[config.mk]
export PLATFORM = sky130hd
export DESIGN_NAME = touch_gesture_recognizer_unit
export DESIGN_NICKNAME = d
export VERILOG_FILES = /design/src/rtl/tgr_pkg.sv /design/src/rtl/tgr_ctrl.sv /design/src/rtl/tgr_dp.sv /design/src/rtl/touch_gesture_recognizer_unit.sv
export SDC_FILE = /design/constraint.sdc
export NUM_CORES = 1
export LEC_CHECK = 0
export BUFFER_PORTS_ARGS = -buffer_cell sky130_fd_sc_hd__buf_2
export CORE_MARGIN = 2
export CORE_UTILIZATION = 56
export DETAILED_ROUTE_END_ITERATION = 16
export PLACE_DENSITY = 0.76
export SLEW_MARGIN = 25
export SYNTH_ARGS = -nofsm -noshare
export SYNTH_HDL_FRONTEND = slang
export SYNTH_SLANG_ARGS = --single-unit
[constraint.sdc]
create_clock -name clk -period 6.6 [get_ports clk]
set_input_delay 0.99 -clock clk [delete_from_list [all_inputs] [get_ports clk]]
set_output_delay 0.99 -clock clk [all_outputs]
set_load 0.01 [all_outputs]
[src/rtl/tgr_pkg.sv]
package tgr_pkg;

	localparam int MS_PER_S = 1000;

	localparam int CFG_IDX_BITS = 3;
	localparam int CFG_DATA_BITS = 16;

	localparam logic [CFG_IDX_BITS-1:0] CFG_DRAG_SLOP = 3'd0;
	localparam logic [CFG_IDX_BITS-1:0] CFG_LONG_PRESS = 3'd1;
	localparam logic [CFG_IDX_BITS-1:0] CFG_TAP_MAX = 3'd2;
	localparam logic [CFG_IDX_BITS-1:0] CFG_FLING_SPEED = 3'd3;
	localparam logic [CFG_IDX_BITS-1:0] CFG_FLING_GAP = 3'd4;

	localparam logic [9:0] RST_DRAG_SLOP = 10'd10;
	localparam logic [15:0] RST_LONG_PRESS = 16'd500;
	localparam logic [15:0] RST_TAP_MAX = 16'd300;
	localparam logic [14:0] RST_FLING_SPEED = 15'd200;
	localparam logic [15:0] RST_FLING_GAP = 16'd80;

	localparam int KIND_BITS = 3;
	localparam int SPEED_BITS = 16;

	typedef enum logic [KIND_BITS-1:0] {
		EV_DOWN = 3'd0,
		EV_MOVE = 3'd1,
		EV_LONG = 3'd2,
		EV_UP = 3'd3,
		EV_TAP = 3'd4,
		EV_FLING = 3'd5
	} event_kind_t;

	typedef struct packed {
		logic capture;
		logic eval;
		logic load0;
		logic load1;
	} ctrl_cmd_t;

	typedef struct packed {
		logic [1:0] nres;
		logic need_div;
		logic div_done;
		logic out_free;
	} dp_status_t;

endpackage

[src/rtl/tgr_ctrl.sv]
module tgr_ctrl (
	input  logic                clk,
	input  logic                arst_n,
	input  logic                s_tvalid,
	output logic                s_tready,
	input  tgr_pkg::dp_status_t sts,
	output tgr_pkg::ctrl_cmd_t  cmd
);
	import tgr_pkg::*;

	typedef enum logic [2:0] {
		ST_IDLE,
		ST_EVAL,
		ST_DIV,
		ST_EMIT0,
		ST_EMIT1
	} state_t;

	state_t state_q;
	logic [1:0] nres_q;

	assign s_tready = (state_q == ST_IDLE);

	always_comb begin
		cmd.capture = (state_q == ST_IDLE) && s_tvalid;
		cmd.eval = (state_q == ST_EVAL);
		cmd.load0 = (state_q == ST_EMIT0) && sts.out_free;
		cmd.load1 = (state_q == ST_EMIT1) && sts.out_free;
	end

	always_ff @(posedge clk or negedge arst_n) begin
		if (!arst_n) begin
			state_q <= ST_IDLE;
			nres_q <= 2'd0;
		end else begin
			case (state_q)
				ST_IDLE: begin
					if (s_tvalid)
						state_q <= ST_EVAL;
				end
				ST_EVAL: begin
					nres_q <= sts.nres;
					if (sts.nres == 2'd0)
						state_q <= ST_IDLE;
					else if (sts.need_div)
						state_q <= ST_DIV;
					else
						state_q <= ST_EMIT0;
				end
				ST_DIV: begin
					if (sts.div_done)
						state_q <= ST_EMIT0;
				end
				ST_EMIT0: begin
					if (sts.out_free)
						state_q <= (nres_q == 2'd2) ? ST_EMIT1 : ST_IDLE;
				end
				ST_EMIT1: begin
					if (sts.out_free)
						state_q <= ST_IDLE;
				end
				default: state_q <= ST_IDLE;
			endcase
		end
	end

endmodule

[src/rtl/tgr_dp.sv]
module tgr_dp #(
	parameter int COORD_BITS = 10,
	parameter int TIME_BITS = 32
) (
	input  logic                                 clk,
	input  logic                                 arst_n,
	input  tgr_pkg::ctrl_cmd_t                   cmd,
	output tgr_pkg::dp_status_t                  sts,
	input  logic                                 cfg_we,
	input  logic [tgr_pkg::CFG_IDX_BITS-1:0]     cfg_index,
	input  logic [tgr_pkg::CFG_DATA_BITS-1:0]    cfg_wdata,
	input  logic                                 in_finger,
	input  logic [COORD_BITS-1:0]                in_x,
	input  logic [COORD_BITS-1:0]                in_y,
	input  logic [TIME_BITS-1:0]                 in_time,
	input  logic                                 m_tready,
	output logic                                 m_tvalid,
	output logic                                 m_tlast,
	output logic [tgr_pkg::KIND_BITS-1:0]        out_kind,
	output logic [COORD_BITS-1:0]                out_x,
	output logic [COORD_BITS-1:0]                out_y,
	output logic signed [COORD_BITS:0]           out_dx,
	output logic signed [COORD_BITS:0]           out_dy,
	output logic signed [tgr_pkg::SPEED_BITS-1:0] out_speed,
	output logic [TIME_BITS-1:0]                 out_time
);
	import tgr_pkg::*;

	localparam int DW = COORD_BITS + 1;
	localparam int NUM_BITS = COORD_BITS + 10;
	localparam int CNT_BITS = $clog2(NUM_BITS + 1);

	typedef enum logic [2:0] {
		BR_NONE,
		BR_DOWN,
		BR_LONG,
		BR_HOLD,
		BR_UP
	} branch_t;

	logic [9:0] drag_slop_q;
	logic [15:0] long_press_q;
	logic [15:0] tap_max_q;
	logic [14:0] fling_speed_q;
	logic [15:0] fling_gap_q;

	logic smp_f_q;
	logic [COORD_BITS-1:0] smp_x_q, smp_y_q;
	logic [TIME_BITS-1:0] smp_t_q;

	logic held_q, drag_q, lp_done_q;
	logic [COORD_BITS-1:0] press_x_q, press_y_q, prev_x_q, prev_y_q;
	logic [TIME_BITS-1:0] press_time_q, last_move_q;
	logic signed [SPEED_BITS-1:0] vspeed_q;

	event_kind_t res0_kind_q, res1_kind_q;
	logic [COORD_BITS-1:0] res0_x_q, res0_y_q, res1_x_q, res1_y_q;
	logic signed [DW-1:0] res0_dx_q, res0_dy_q;
	logic signed [SPEED_BITS-1:0] res1_speed_q;
	logic res0_last_q;

	logic out_valid_q;
	event_kind_t out_kind_q;
	logic [COORD_BITS-1:0] out_x_q, out_y_q;
	logic signed [DW-1:0] out_dx_q, out_dy_q;
	logic signed [SPEED_BITS-1:0] out_speed_q;
	logic [TIME_BITS-1:0] out_time_q;
	logic out_last_q;

	logic div_busy_q, div_fin_q, div_neg_q;
	logic [CNT_BITS-1:0] div_cnt_q;
	logic [NUM_BITS-1:0] div_num_q;
	logic [TIME_BITS-1:0] div_rem_q, div_dv_q;

	logic signed [DW-1:0] dx, dy, tdx, tdy;
	logic [DW-1:0] dy_mag, tdx_mag, tdy_mag;
	logic [TIME_BITS-1:0] el_press, el_move;
	logic exceed, drag_new, moved, long_ok, tap_ok, fling_ok;
	logic [SPEED_BITS:0] vs_ext, vs_mag;
	branch_t branch;
	logic [1:0] nres;
	logic is_move, need_div;
	event_kind_t kind0, kind1;

	logic [TIME_BITS:0] div_trial;
	logic div_bit;
	logic [TIME_BITS-1:0] div_rem_nx;
	logic [NUM_BITS-1:0] div_q_nx;
	logic signed [SPEED_BITS-1:0] sat_q;

	assign dx = $signed({1'b0, smp_x_q}) - $signed({1'b0, prev_x_q});
	assign dy = $signed({1'b0, smp_y_q}) - $signed({1'b0, prev_y_q});
	assign tdx = $signed({1'b0, smp_x_q}) - $signed({1'b0, press_x_q});
	assign tdy = $signed({1'b0, smp_y_q}) - $signed({1'b0, press_y_q});
	assign dy_mag = dy[DW-1] ? DW'(-dy) : dy;
	assign tdx_mag = tdx[DW-1] ? DW'(-tdx) : tdx;
	assign tdy_mag = tdy[DW-1] ? DW'(-tdy) : tdy;
	assign el_press = smp_t_q - press_time_q;
	assign el_move = smp_t_q - last_move_q;

	assign exceed = (16'(tdx_mag) > 16'(drag_slop_q)) || (16'(tdy_mag) > 16'(drag_slop_q));
	assign drag_new = drag_q || exceed;
	assign moved = (dx != '0) || (dy != '0);
	assign long_ok = !lp_done_q && (el_press >= TIME_BITS'(long_press_q));
	assign tap_ok = !lp_done_q && (el_press <= TIME_BITS'(tap_max_q));
	assign vs_ext = {vspeed_q[SPEED_BITS-1], vspeed_q};
	assign vs_mag = vspeed_q[SPEED_BITS-1] ? ((SPEED_BITS+1)'(0) - vs_ext) : vs_ext;
	assign fling_ok = (vs_mag > (SPEED_BITS+1)'(fling_speed_q)) &&
		(el_move < TIME_BITS'(fling_gap_q));

	always_comb begin
		branch = BR_NONE;
		nres = 2'd0;
		is_move = 1'b0;
		need_div = 1'b0;
		kind0 = EV_UP;
		kind1 = EV_TAP;
		if (smp_f_q && !held_q) begin
			branch = BR_DOWN;
			nres = 2'd1;
			kind0 = EV_DOWN;
		end else if (smp_f_q) begin
			if (!drag_q && !exceed && long_ok) begin
				branch = BR_LONG;
				nres = 2'd1;
				kind0 = EV_LONG;
			end else begin
				branch = BR_HOLD;
				if (drag_new && moved) begin
					nres = 2'd1;
					kind0 = EV_MOVE;
					is_move = 1'b1;
					need_div = (el_move != '0);
				end
			end
		end else if (held_q) begin
			branch = BR_UP;
			nres = 2'd1;
			if (drag_q) begin
				if (fling_ok) begin
					nres = 2'd2;
					kind1 = EV_FLING;
				end
			end else if (tap_ok) begin
				nres = 2'd2;
			end
		end
	end

	assign div_trial = {div_rem_q, div_num_q[NUM_BITS-1]};
	assign div_bit = (div_trial >= {1'b0, div_dv_q});
	assign div_rem_nx = div_bit ? TIME_BITS'(div_trial - {1'b0, div_dv_q})
		: div_trial[TIME_BITS-1:0];
	assign div_q_nx = {div_num_q[NUM_BITS-2:0], div_bit};

	always_comb begin
		if (div_neg_q)
			sat_q = (div_num_q > NUM_BITS'(32768)) ? 16'sh8000
				: $signed(16'd0 - div_num_q[SPEED_BITS-1:0]);
		else
			sat_q = (div_num_q > NUM_BITS'(32767)) ? 16'sh7FFF
				: $signed(div_num_q[SPEED_BITS-1:0]);
	end

	always_comb begin
		sts.nres = nres;
		sts.need_div = need_div;
		sts.div_done = !div_busy_q && !div_fin_q;
		sts.out_free = !out_valid_q || m_tready;
	end

	always_ff @(posedge clk or negedge arst_n) begin
		if (!arst_n) begin
			drag_slop_q <= RST_DRAG_SLOP;
			long_press_q <= RST_LONG_PRESS;
			tap_max_q <= RST_TAP_MAX;
			fling_speed_q <= RST_FLING_SPEED;
			fling_gap_q <= RST_FLING_GAP;
		end else if (cfg_we) begin
			case (cfg_index)
				CFG_DRAG_SLOP: drag_slop_q <= cfg_wdata[9:0];
				CFG_LONG_PRESS: long_press_q <= cfg_wdata;
				CFG_TAP_MAX: tap_max_q <= cfg_wdata;
				CFG_FLING_SPEED: fling_speed_q <= cfg_wdata[14:0];
				CFG_FLING_GAP: fling_gap_q <= cfg_wdata;
				default: ;
			endcase
		end
	end

	always_ff @(posedge clk) begin
		if (cmd.capture) begin
			smp_f_q <= in_finger;
			smp_x_q <= in_x;
			smp_y_q <= in_y;
			smp_t_q <= in_time;
		end
		if (cmd.eval) begin
			res0_kind_q <= kind0;
			res1_kind_q <= kind1;
			res0_x_q <= (branch == BR_UP) ? prev_x_q : smp_x_q;
			res0_y_q <= (branch == BR_UP) ? prev_y_q : smp_y_q;
			res0_dx_q <= is_move ? dx : '0;
			res0_dy_q <= is_move ? dy : '0;
			res0_last_q <= (nres != 2'd2);
			res1_x_q <= prev_x_q;
			res1_y_q <= prev_y_q;
			res1_speed_q <= (kind1 == EV_FLING) ? vspeed_q : '0;
		end
		if (cmd.eval && need_div) begin
			div_num_q <= NUM_BITS'(dy_mag) * NUM_BITS'(MS_PER_S);
			div_rem_q <= '0;
			div_dv_q <= el_move;
			div_neg_q <= dy[DW-1];
		end else if (div_busy_q) begin
			div_num_q <= div_q_nx;
			div_rem_q <= div_rem_nx;
		end
		if (cmd.load0 || cmd.load1) begin
			out_kind_q <= cmd.load0 ? res0_kind_q : res1_kind_q;
			out_x_q <= cmd.load0 ? res0_x_q : res1_x_q;
			out_y_q <= cmd.load0 ? res0_y_q : res1_y_q;
			out_dx_q <= cmd.load0 ? res0_dx_q : '0;
			out_dy_q <= cmd.load0 ? res0_dy_q : '0;
			out_speed_q <= cmd.load0 ? '0 : res1_speed_q;
			out_last_q <= cmd.load0 ? res0_last_q : 1'b1;
			out_time_q <= smp_t_q;
		end
	end

	always_ff @(posedge clk or negedge arst_n) begin
		if (!arst_n) begin
			div_busy_q <= 1'b0;
			div_fin_q <= 1'b0;
			div_cnt_q <= '0;
		end else begin
			div_fin_q <= 1'b0;
			if (cmd.eval && need_div) begin
				div_busy_q <= 1'b1;
				div_cnt_q <= CNT_BITS'(NUM_BITS);
			end else if (div_busy_q) begin
				div_cnt_q <= div_cnt_q - 1'b1;
				if (div_cnt_q == CNT_BITS'(1)) begin
					div_busy_q <= 1'b0;
					div_fin_q <= 1'b1;
				end
			end
		end
	end

	always_ff @(posedge clk or negedge arst_n) begin
		if (!arst_n) begin
			held_q <= 1'b0;
			drag_q <= 1'b0;
			lp_done_q <= 1'b0;
			press_x_q <= '0;
			press_y_q <= '0;
			prev_x_q <= '0;
			prev_y_q <= '0;
			press_time_q <= '0;
			last_move_q <= '0;
			vspeed_q <= '0;
		end else begin
			if (div_fin_q)
				vspeed_q <= sat_q;
			if (cmd.eval) begin
				case (branch)
					BR_DOWN: begin
						held_q <= 1'b1;
						drag_q <= 1'b0;
						lp_done_q <= 1'b0;
						press_x_q <= smp_x_q;
						press_y_q <= smp_y_q;
						prev_x_q <= smp_x_q;
						prev_y_q <= smp_y_q;
						press_time_q <= smp_t_q;
						last_move_q <= smp_t_q;
						vspeed_q <= '0;
					end
					BR_LONG: begin
						lp_done_q <= 1'b1;
						prev_x_q <= smp_x_q;
						prev_y_q <= smp_y_q;
					end
					BR_HOLD: begin
						drag_q <= drag_new;
						prev_x_q <= smp_x_q;
						prev_y_q <= smp_y_q;
						if (is_move)
							last_move_q <= smp_t_q;
					end
					BR_UP: begin
						held_q <= 1'b0;
						drag_q <= 1'b0;
						lp_done_q <= 1'b0;
					end
					default: ;
				endcase
			end
		end
	end

	always_ff @(posedge clk or negedge arst_n) begin
		if (!arst_n)
			out_valid_q <= 1'b0;
		else if (cmd.load0 || cmd.load1)
			out_valid_q <= 1'b1;
		else if (m_tready)
			out_valid_q <= 1'b0;
	end

	assign m_tvalid = out_valid_q;
	assign m_tlast = out_last_q;
	assign out_kind = out_kind_q;
	assign out_x = out_x_q;
	assign out_y = out_y_q;
	assign out_dx = out_dx_q;
	assign out_dy = out_dy_q;
	assign out_speed = out_speed_q;
	assign out_time = out_time_q;

endmodule

[src/rtl/touch_gesture_recognizer_unit.sv]
// Touch gesture recognizer: each input request is one poll sample (finger flag
// in s_tuser; x, y and millisecond time in s_tdata) and yields zero, one or two
// event requests (down, move, long press, up, tap, fling) with m_tlast on the
// final event of a sample. One sample is handled at a time: it is captured,
// then evaluated, and each of its events is then loaded into the output
// register, waiting while that register stays full; a drag move with nonzero
// elapsed time first runs the bit-serial restoring divider that computes the
// vertical velocity. The next sample is taken while the last event of the
// previous one still waits in the output register. The user must write the
// configuration registers through cfg_we/cfg_index/cfg_wdata only while no
// sample is in progress; the block itself does not enforce this.
module touch_gesture_recognizer_unit #(
	parameter int COORD_BITS = 10,
	parameter int TIME_BITS = 32
) (
	input  logic                              clk,
	input  logic                              arst_n,
	input  logic                              cfg_we,
	input  logic [tgr_pkg::CFG_IDX_BITS-1:0]  cfg_index,
	input  logic [tgr_pkg::CFG_DATA_BITS-1:0] cfg_wdata,
	input  logic                              s_tvalid,
	output logic                              s_tready,
	// touch_x, touch_y, now_ms
	input  logic [((2*COORD_BITS+TIME_BITS+7)/8)*8-1:0] s_tdata,
	// finger_present
	input  logic                              s_tuser,
	output logic                              m_tvalid,
	input  logic                              m_tready,
	// event_kind, event_x, event_y, move_dx, move_dy, fling_speed, event_time
	output logic [((4*COORD_BITS+TIME_BITS+21+7)/8)*8-1:0] m_tdata,
	output logic                              m_tlast
);
	import tgr_pkg::*;

	localparam int OUT_W = ((4*COORD_BITS+TIME_BITS+21+7)/8)*8;

	ctrl_cmd_t cmd;
	dp_status_t sts;

	logic [KIND_BITS-1:0] out_kind;
	logic [COORD_BITS-1:0] out_x, out_y;
	logic signed [COORD_BITS:0] out_dx, out_dy;
	logic signed [SPEED_BITS-1:0] out_speed;
	logic [TIME_BITS-1:0] out_time;

	tgr_ctrl u_ctrl (
		.clk      (clk),
		.arst_n   (arst_n),
		.s_tvalid (s_tvalid),
		.s_tready (s_tready),
		.sts      (sts),
		.cmd      (cmd)
	);

	tgr_dp #(
		.COORD_BITS (COORD_BITS),
		.TIME_BITS  (TIME_BITS)
	) u_dp (
		.clk       (clk),
		.arst_n    (arst_n),
		.cmd       (cmd),
		.sts       (sts),
		.cfg_we    (cfg_we),
		.cfg_index (cfg_index),
		.cfg_wdata (cfg_wdata),
		.in_finger (s_tuser),
		.in_x      (s_tdata[COORD_BITS-1:0]),
		.in_y      (s_tdata[2*COORD_BITS-1:COORD_BITS]),
		.in_time   (s_tdata[2*COORD_BITS+TIME_BITS-1:2*COORD_BITS]),
		.m_tready  (m_tready),
		.m_tvalid  (m_tvalid),
		.m_tlast   (m_tlast),
		.out_kind  (out_kind),
		.out_x     (out_x),
		.out_y     (out_y),
		.out_dx    (out_dx),
		.out_dy    (out_dy),
		.out_speed (out_speed),
		.out_time  (out_time)
	);

	assign m_tdata = OUT_W'({out_time, out_speed, out_dy, out_dx, out_y, out_x, out_kind});

endmodule

==> results.cfg, run 1 <==
[yosys]
ys_types = 94
synth-async-reset-ratio_pct = 40.0
ys.flop_type = edfxtp_1
synthTopCellsByCount = inv_1 (318), edfxtp_1 (279), ha_1 (267), nand2_1 (267), o21ai_0 (221)
post_synth_main_area_contributors = edfxtp_1 (26%), dfrtp_1 (15%), ha_1 (10%)
synth_top_area_share_pct = 26.2
yosysSeqAreaShare_pct = 44.9
yosysMostFrequentCell = inv_1
synth_area_leader_cell = edfxtp_1
synth-edff-count = 279
ys_warn_count = 0
avgSynthCellArea_sq_um = 10.2
post_synth_instance_area_sq_um = 31900
synth-seq-cells = 523
synthCells = 3129

[clock_network]
clock_latency_ns = 0.63
cts_tree = done
clk_pin_slew_ns = 0.06
clock_sinks = 523
cts_buffer_depth = 3
numCtsBuffers = 56
cts-root-buf = clkbuf_16
htree_levels = 2

[drt]
finalWirelength_mm = 80.1
detail_route.wl_per_cell_um = 19.5
dr_wl_met2_mm = 37.1
first_pass_iters = 5
drt_iter0_markers = 1976
vias_per_cell = 5.88
drcViolationCount = 0
vias = 24183
dr_wl_met3_mm = 4.42
routed.top_layer = met4
ant_nets = 0
wl_met1_mm = 36.6

[setup_path]
worstPathArrival_ns = 6.71
r2r_cells = 26
cp.required_ns = 6.94
crit_fanout = 5
endpoint_kind = flop
worstSetupStartpointType = flop
critPathKind = reg -> reg
ff2ff_setup_slack_ns = 0.23

[sta]
fin_crit_sh_pct = 96.5
fmax_mhz = 157
finalClockSkew_ns = 0.0219
hold_violations = 0
period_needed_ns = 6.37
setup-violations-final = 0
drv_slew = 0
worst_slew_pin_slew_ns = 0.932
fin_ws_ns = 0.229
slew_headroom_pct = 37.3
tns_ns = 0

[global_routing]
grt_usage_pct = 26.9
antenna_found_initial = 4
grt_pass1_wl_mm = 127
grt_overflow = 0
grt_pass1_vias = 23843
grt_max_degree = 135

[cells_and_area]
multi_input_area_sq_um = 16100
fillers = 4550
layout-drive-gt1-share_pct = 14.0
seq_area_sq_um = 14300
final_cell_area_sq_um = 35800
stdcell_count = 4114
area_growth_pct = 12.1
finalNetCount = 3698

[floorplanning]
dieWidth_um = 243
core.rowCount = 87
dieHeight_um = 243
die_area_sq_um = 59000
ioPinCount = 180
core_area_sq_um = 56400
start_util_pct = 56.6

[placement]
place_congestion = 0.913
pre_cts_slack_ns = 0.0115
place_area_sq_um = 33700
dp_hpwl_mm = 59.1
io_buffers = 172
dp_cells = 4001

[run_status]
status = finished, final reports clean

[min_path]
hp-class = in -> async

[run]
drv_cap = 0
-- layer usage --
layer / track usage, % / vias to the layer above
li1: - / 11504
met1: 38.6 / 11882
met2: 43.6 / 667
met3: 3.04 / 130
met4: 7.25 / 0
met5: 0 / -
-- final cells by class --
type	count	share of cell area (%)
multi-input cells	2187	45.1
flip-flops and latches	523	40.0
clock buffers	67	4.18
repair buffers	221	3.63
inverters	319	3.35
well taps	756	2.64
clock inverters	39	1.09
diodes	2	0.0140
-- critical path, cell delays in order, from the launching register on --
cell	delay, ns
edfxtp_1	0.39
inv_1	0.09
ha_1	0.17
inv_1	0.06
fa_1	0.40
a21o_1	0.19
a21oi_2	0.20
o21bai_1	0.09
a21oi_1	0.17
xor2_1	0.27
and2_4	0.22
nand4_1	0.11
nand2_1	0.14
xor2_2	0.09
buf_4	0.19
fa_1	0.58
fa_1	0.45
fa_1	0.49
ha_1	0.35
ha_4	0.27
or2_2	0.27
a21oi_1	0.21
a31oi_2	0.07
a21o_1	0.22
a21oi_2	0.16
xnor2_1	0.14
mux2i_1	0.09
-- path summary, 6_finish.rpt --
path / end / from
setup / recovery: u_dp.div_num_q[19] / u_dp.smp_y_q[0]
hold / removal: u_dp.press_time_q[18] / arst_n
setup reg to reg: u_dp.div_num_q[19] / u_dp.smp_y_q[0]
hold reg to reg: u_ctrl.nres_q[1] / u_ctrl.nres_q[1]
max in group asynchronous: u_dp.prev_y_q[9] / arst_n
min in group clk: u_ctrl.nres_q[1] / u_ctrl.nres_q[1]
-- repair_timing --
item | 4_1_cts | 5_1_grt
gates resized for setup | 1 | 24
setup endpoints to repair | 2 | 7
buffers inserted | 0 | 4
hold buffers | 0 | 0
pin swaps | 0 | 4
-- stage by stage --
step                      hold WS (ns)  utilization, %
after floorplan                  0.446               -
after global placement           0.468            59.8
after detailed placement         0.471            59.8
after CTS                        0.384            63.2
after global routing             0.411            63.5
final                            0.367            63.5
-- logic make-up after synthesis --
group                    after synthesis  share of synthesized area (%)
buffers and inverters                421                           5.12
multiplexers                         139                           5.00
AO/OA/AOI/OAI                        729                           14.4
flip-flops                           523                           44.9
AND/OR/NAND/NOR                      849                           13.2
adder cells (fa/ha/maj)              309                           13.1
XOR/XNOR                             158                           4.33
other                                  1                         0.0117
-- cell usage in the layout, fill, tap and decap left out, drive strengths merged, types with 42 or more instances in the layout --
master / synthesis / routed
inv: 318 / 325
edfxtp: 279 / 279
nand2: 267 / 267
ha: 267 / 267
o21ai: 224 / 224
buf: 19 / 220
dfrtp: 192 / 192
nor2: 191 / 191
a21oi: 178 / 178
xnor2: 108 / 108
mux2: 108 / 108
a211oi: 72 / 72
clkbuf: 83 / 68
a21o: 60 / 60
xor2: 50 / 50
nor2b: 47 / 47
nand3: 47 / 47
nor3: 46 / 46
and3: 43 / 43
fa: 42 / 42
-- registers in the layout, summed over array words and instances, names as in the netlist, 20 cells and up --
register / cells
u_dp.last_move_q: 32
u_dp.div_rem_q: 32
u_dp.div_dv_q: 32
u_dp.div_num_q: 20
u_dp.press_time_q: 32
u_dp.out_time: 32
u_dp.smp_t_q: 32
Power of run 1 is left out: the tool's default activity adds up to more than one toggle a clock period on the data nets, which glitch-free logic cannot reach.
==> inputs of run 2 (changes only) <==
--- a/config.mk
+++ b/config.mk
@@ -14,3 +14,4 @@
 export SYNTH_ARGS = -nofsm -noshare
 export SYNTH_HDL_FRONTEND = slang
+export SYNTH_HIERARCHICAL = 1
 export SYNTH_SLANG_ARGS = --single-unit
==> constraint.sdc (replaced) <==
create_clock -name clk -period 6.6 [get_ports clk]
set_input_delay 1.98 -clock clk [delete_from_list [all_inputs] [get_ports clk]]
set_output_delay 1.98 -clock clk [all_outputs]
set_load 0.01 [all_outputs]
==> run 2 against run 1 <==
- register-to-register slack worse by 0.02 ns
- area after synthesis is 0.20% lower
- global-route usage is 1.2 points lower
- worst hold slack better by 0.13 ns
- worst setup slack worse by 0.025 ns
- die area is 0.20% lower
- critical endpoint is now u_dp/div_num_q[19]
- non-clock buffer count is 8 higher
- utilization is 0.60 points higher
- synthesized cell count hardly changed
- routed wire length is 4.8% lower
==> results.cfg, run 2 <==
[sta]
slew_headroom_pct = 36.9
worst_slew_pin_slew_ns = 0.941
fmax_mhz = 156
drv_slew = 0
hold_ws_ns = 0.492
hold_violations = 0
fin_crit_sh_pct = 96.9
finalClockSkew_ns = 0.0313
period_needed_ns = 6.40
tns_ns = 0
setup-violations-final = 0

[min_path]
min-delay-start = u_dp/prev_x_q[5]
hp-class = reg -> reg
min_path_cells = 0
holdPathEnd = u_dp/res1_x_q[5]

[yosys]
synthTopCellsByCount = inv_1 (305), edfxtp_1 (279), nand2_1 (273), ha_1 (266), o21ai_0 (222)
synth_top_area_share_pct = 26.3
yosysSeqAreaShare_pct = 45.0
post_synth_instance_area_sq_um = 31900
synth-seq-cells = 523
synth_area_leader_cell = edfxtp_1
yosysMostFrequentCell = inv_1
post_synth_main_area_contributors = edfxtp_1 (26%), dfrtp_1 (15%), ha_1 (10%)
synth-edff-count = 279
ys_types = 88
ys_warn_count = 6
synthCells = 3127
avgSynthCellArea_sq_um = 10.2
synth-async-reset-ratio_pct = 40.0
ys.flop_type = edfxtp_1

[floorplanning]
start_util_pct = 56.6
core.rowCount = 87
dieWidth_um = 243
dieHeight_um = 243
core_area_sq_um = 56300
ioPinCount = 180
die_area_sq_um = 58800

[drt]
vias_per_cell = 5.83
drcViolationCount = 0
ant_nets = 0
first_pass_iters = 7
drt_iter0_markers = 1818
vias = 23929
detail_route.wl_per_cell_um = 18.6
finalWirelength_mm = 76.3

[setup_path]
crit_fanout = 7
worstSetupStartpointType = flop
r2r-end = u_dp/div_num_q[19]
r2r_cells = 26
critPathKind = reg -> reg
worstPathArrival_ns = 6.75
cp.required_ns = 6.95
ff2ff_setup_slack_ns = 0.20
endpoint_kind = flop
rr_startpoint = u_dp/smp_y_q[0]

[global_routing]
grt_max_degree = 101
antenna_found_initial = 0
grt_pass1_wl_mm = 123
grt_pass1_vias = 23860
grt_overflow = 0
grt_usage_pct = 25.7

[clock_network]
numCtsBuffers = 55
holdBufCountCts = 0
cts-root-buf = clkbuf_16
clk_pin_slew_ns = 0.06
cts_tree = done
clock_sinks = 523
cts_buffer_depth = 3
htree_levels = 2
clock_latency_ns = 0.63

[placement]
place_congestion = 0.920
io_buffers = 172
dp_hpwl_mm = 55.5

[cells_and_area]
final_cell_mix = inv_1 (300), edfxtp_1 (279), nand2_1 (272), ha_1 (261), o21ai_0 (218)
layout_commonest_cell = inv_1
fillers = 4424
n_antenna_cell = 0
layout-drive-gt1-share_pct = 17.0
area_growth_pct = 13.1
finalNetCount = 3681

[run_status]
status = finished, final reports clean

[run]
drv_cap = 0
-- run 2: changes by cell type after synthesis, sizes merged, moves of 9 or more --
cell    previous run  this run
a211oi            72        42
a311oi             2        13
and2              39        58
and3              43        12
clkbuf            83        94
fa                42        31
inv              318       305
nand3             47        38
nor2             191       202
o211ai            13        33
o21a              34        48
o22ai              2        12
-- run 2: worst max path at each step --
| stage | start | endpoint | slack (ns) |
|---|---|---|---|
| after global placement | u_dp/prev_y_q[0] | u_dp/div_num_q[19] | 0.04 |
| after floorplan | u_dp/smp_y_q[0] | u_dp/div_num_q[19] | 0.04 |
| final | u_dp/smp_y_q[0] | u_dp/div_num_q[19] | 0.20 |
| after global routing | u_dp/prev_y_q[0] | u_dp/div_num_q[18] | -0.04 |
| after CTS | u_dp/smp_y_q[0] | u_dp/div_num_q[19] | 0.003 |
| after detailed placement | u_dp/smp_y_q[0] | u_dp/div_num_q[19] | -0.12 |
-- run 2: routing by layer --
metal	GRT usage, %	part of all wire [%]	up-vias
met5	0	0	-
met3	3.23	5.7	134
met4	8.01	2.7	0
li1	-	-	11463
met1	35.8	44	11661
met2	42.1	47	671
-- run 2: logic make-up after synthesis --
kind of cell | Yosys count | synth area share [%]
AO/OA/AOI/OAI | 756 | 15.4
XOR/XNOR | 152 | 4.18
adder cells (fa/ha/maj) | 297 | 12.4
buffers and inverters | 417 | 5.14
flip-flops | 523 | 45.0
multiplexers | 149 | 5.14
other | 1 | 0.0118
AND/OR/NAND/NOR | 832 | 12.8
-- run 2: cell type report --
cell class	instances	area, sq um	area share [%]
Inverter	305	1140	3.17
Sequential cell	523	14300	39.7
Clock inverter	41	567	1.57
Timing Repair Buffer	229	1340	3.72
Clock buffer	63	1440	3.98
Multi-Input combinational cell	2189	16300	45.2
Tap cell	756	946	2.62
-- run 2: worst max-delay path: stages (launching register included) --
cell	delay [ns]
edfxtp_1	0.40
inv_2	0.11
ha_4	0.15
fa_2	0.22
nor2b_2	0.05
o31a_1	0.34
o31ai_4	0.27
a21oi_2	0.10
a21o_1	0.20
a21o_4	0.26
nor2_4	0.14
xor2_2	0.21
buf_6	0.16
inv_1	0.05
fa_1	0.46
fa_1	0.54
fa_1	0.43
fa_1	0.51
inv_1	0.04
ha_1	0.31
and4_1	0.24
o31a_1	0.28
o21ai_2	0.11
nand2b_1	0.10
a31o_2	0.23
xnor2_2	0.14
mux2i_1	0.08
-- run 2: stage by stage --
step / cells / util (%) / cell area, sq um / setup WS, ns
3_5_place_dp: 3995 / 59.9 / 33700 / -0.115
3_3_place_gp: 3995 / 59.9 / 33700 / 0.0379
2_1_floorplan: 3129 / - / 31900 / 0.0413
4_1_cts: 4099 / 63.5 / 35700 / 0.00320
6_report: 4106 / 64.1 / 36100 / 0.204
5_1_grt: 4106 / 64.1 / 36100 / -0.0379
-- run 2: repair_timing --
action	4_1_cts	5_1_grt
endpoints found under the hold margin	0	0
buffers inserted	0	6
endpoints found under the setup margin	2	4
resized for setup	8	53
pin swaps	1	24
Power of run 2 is left out for the same reason.
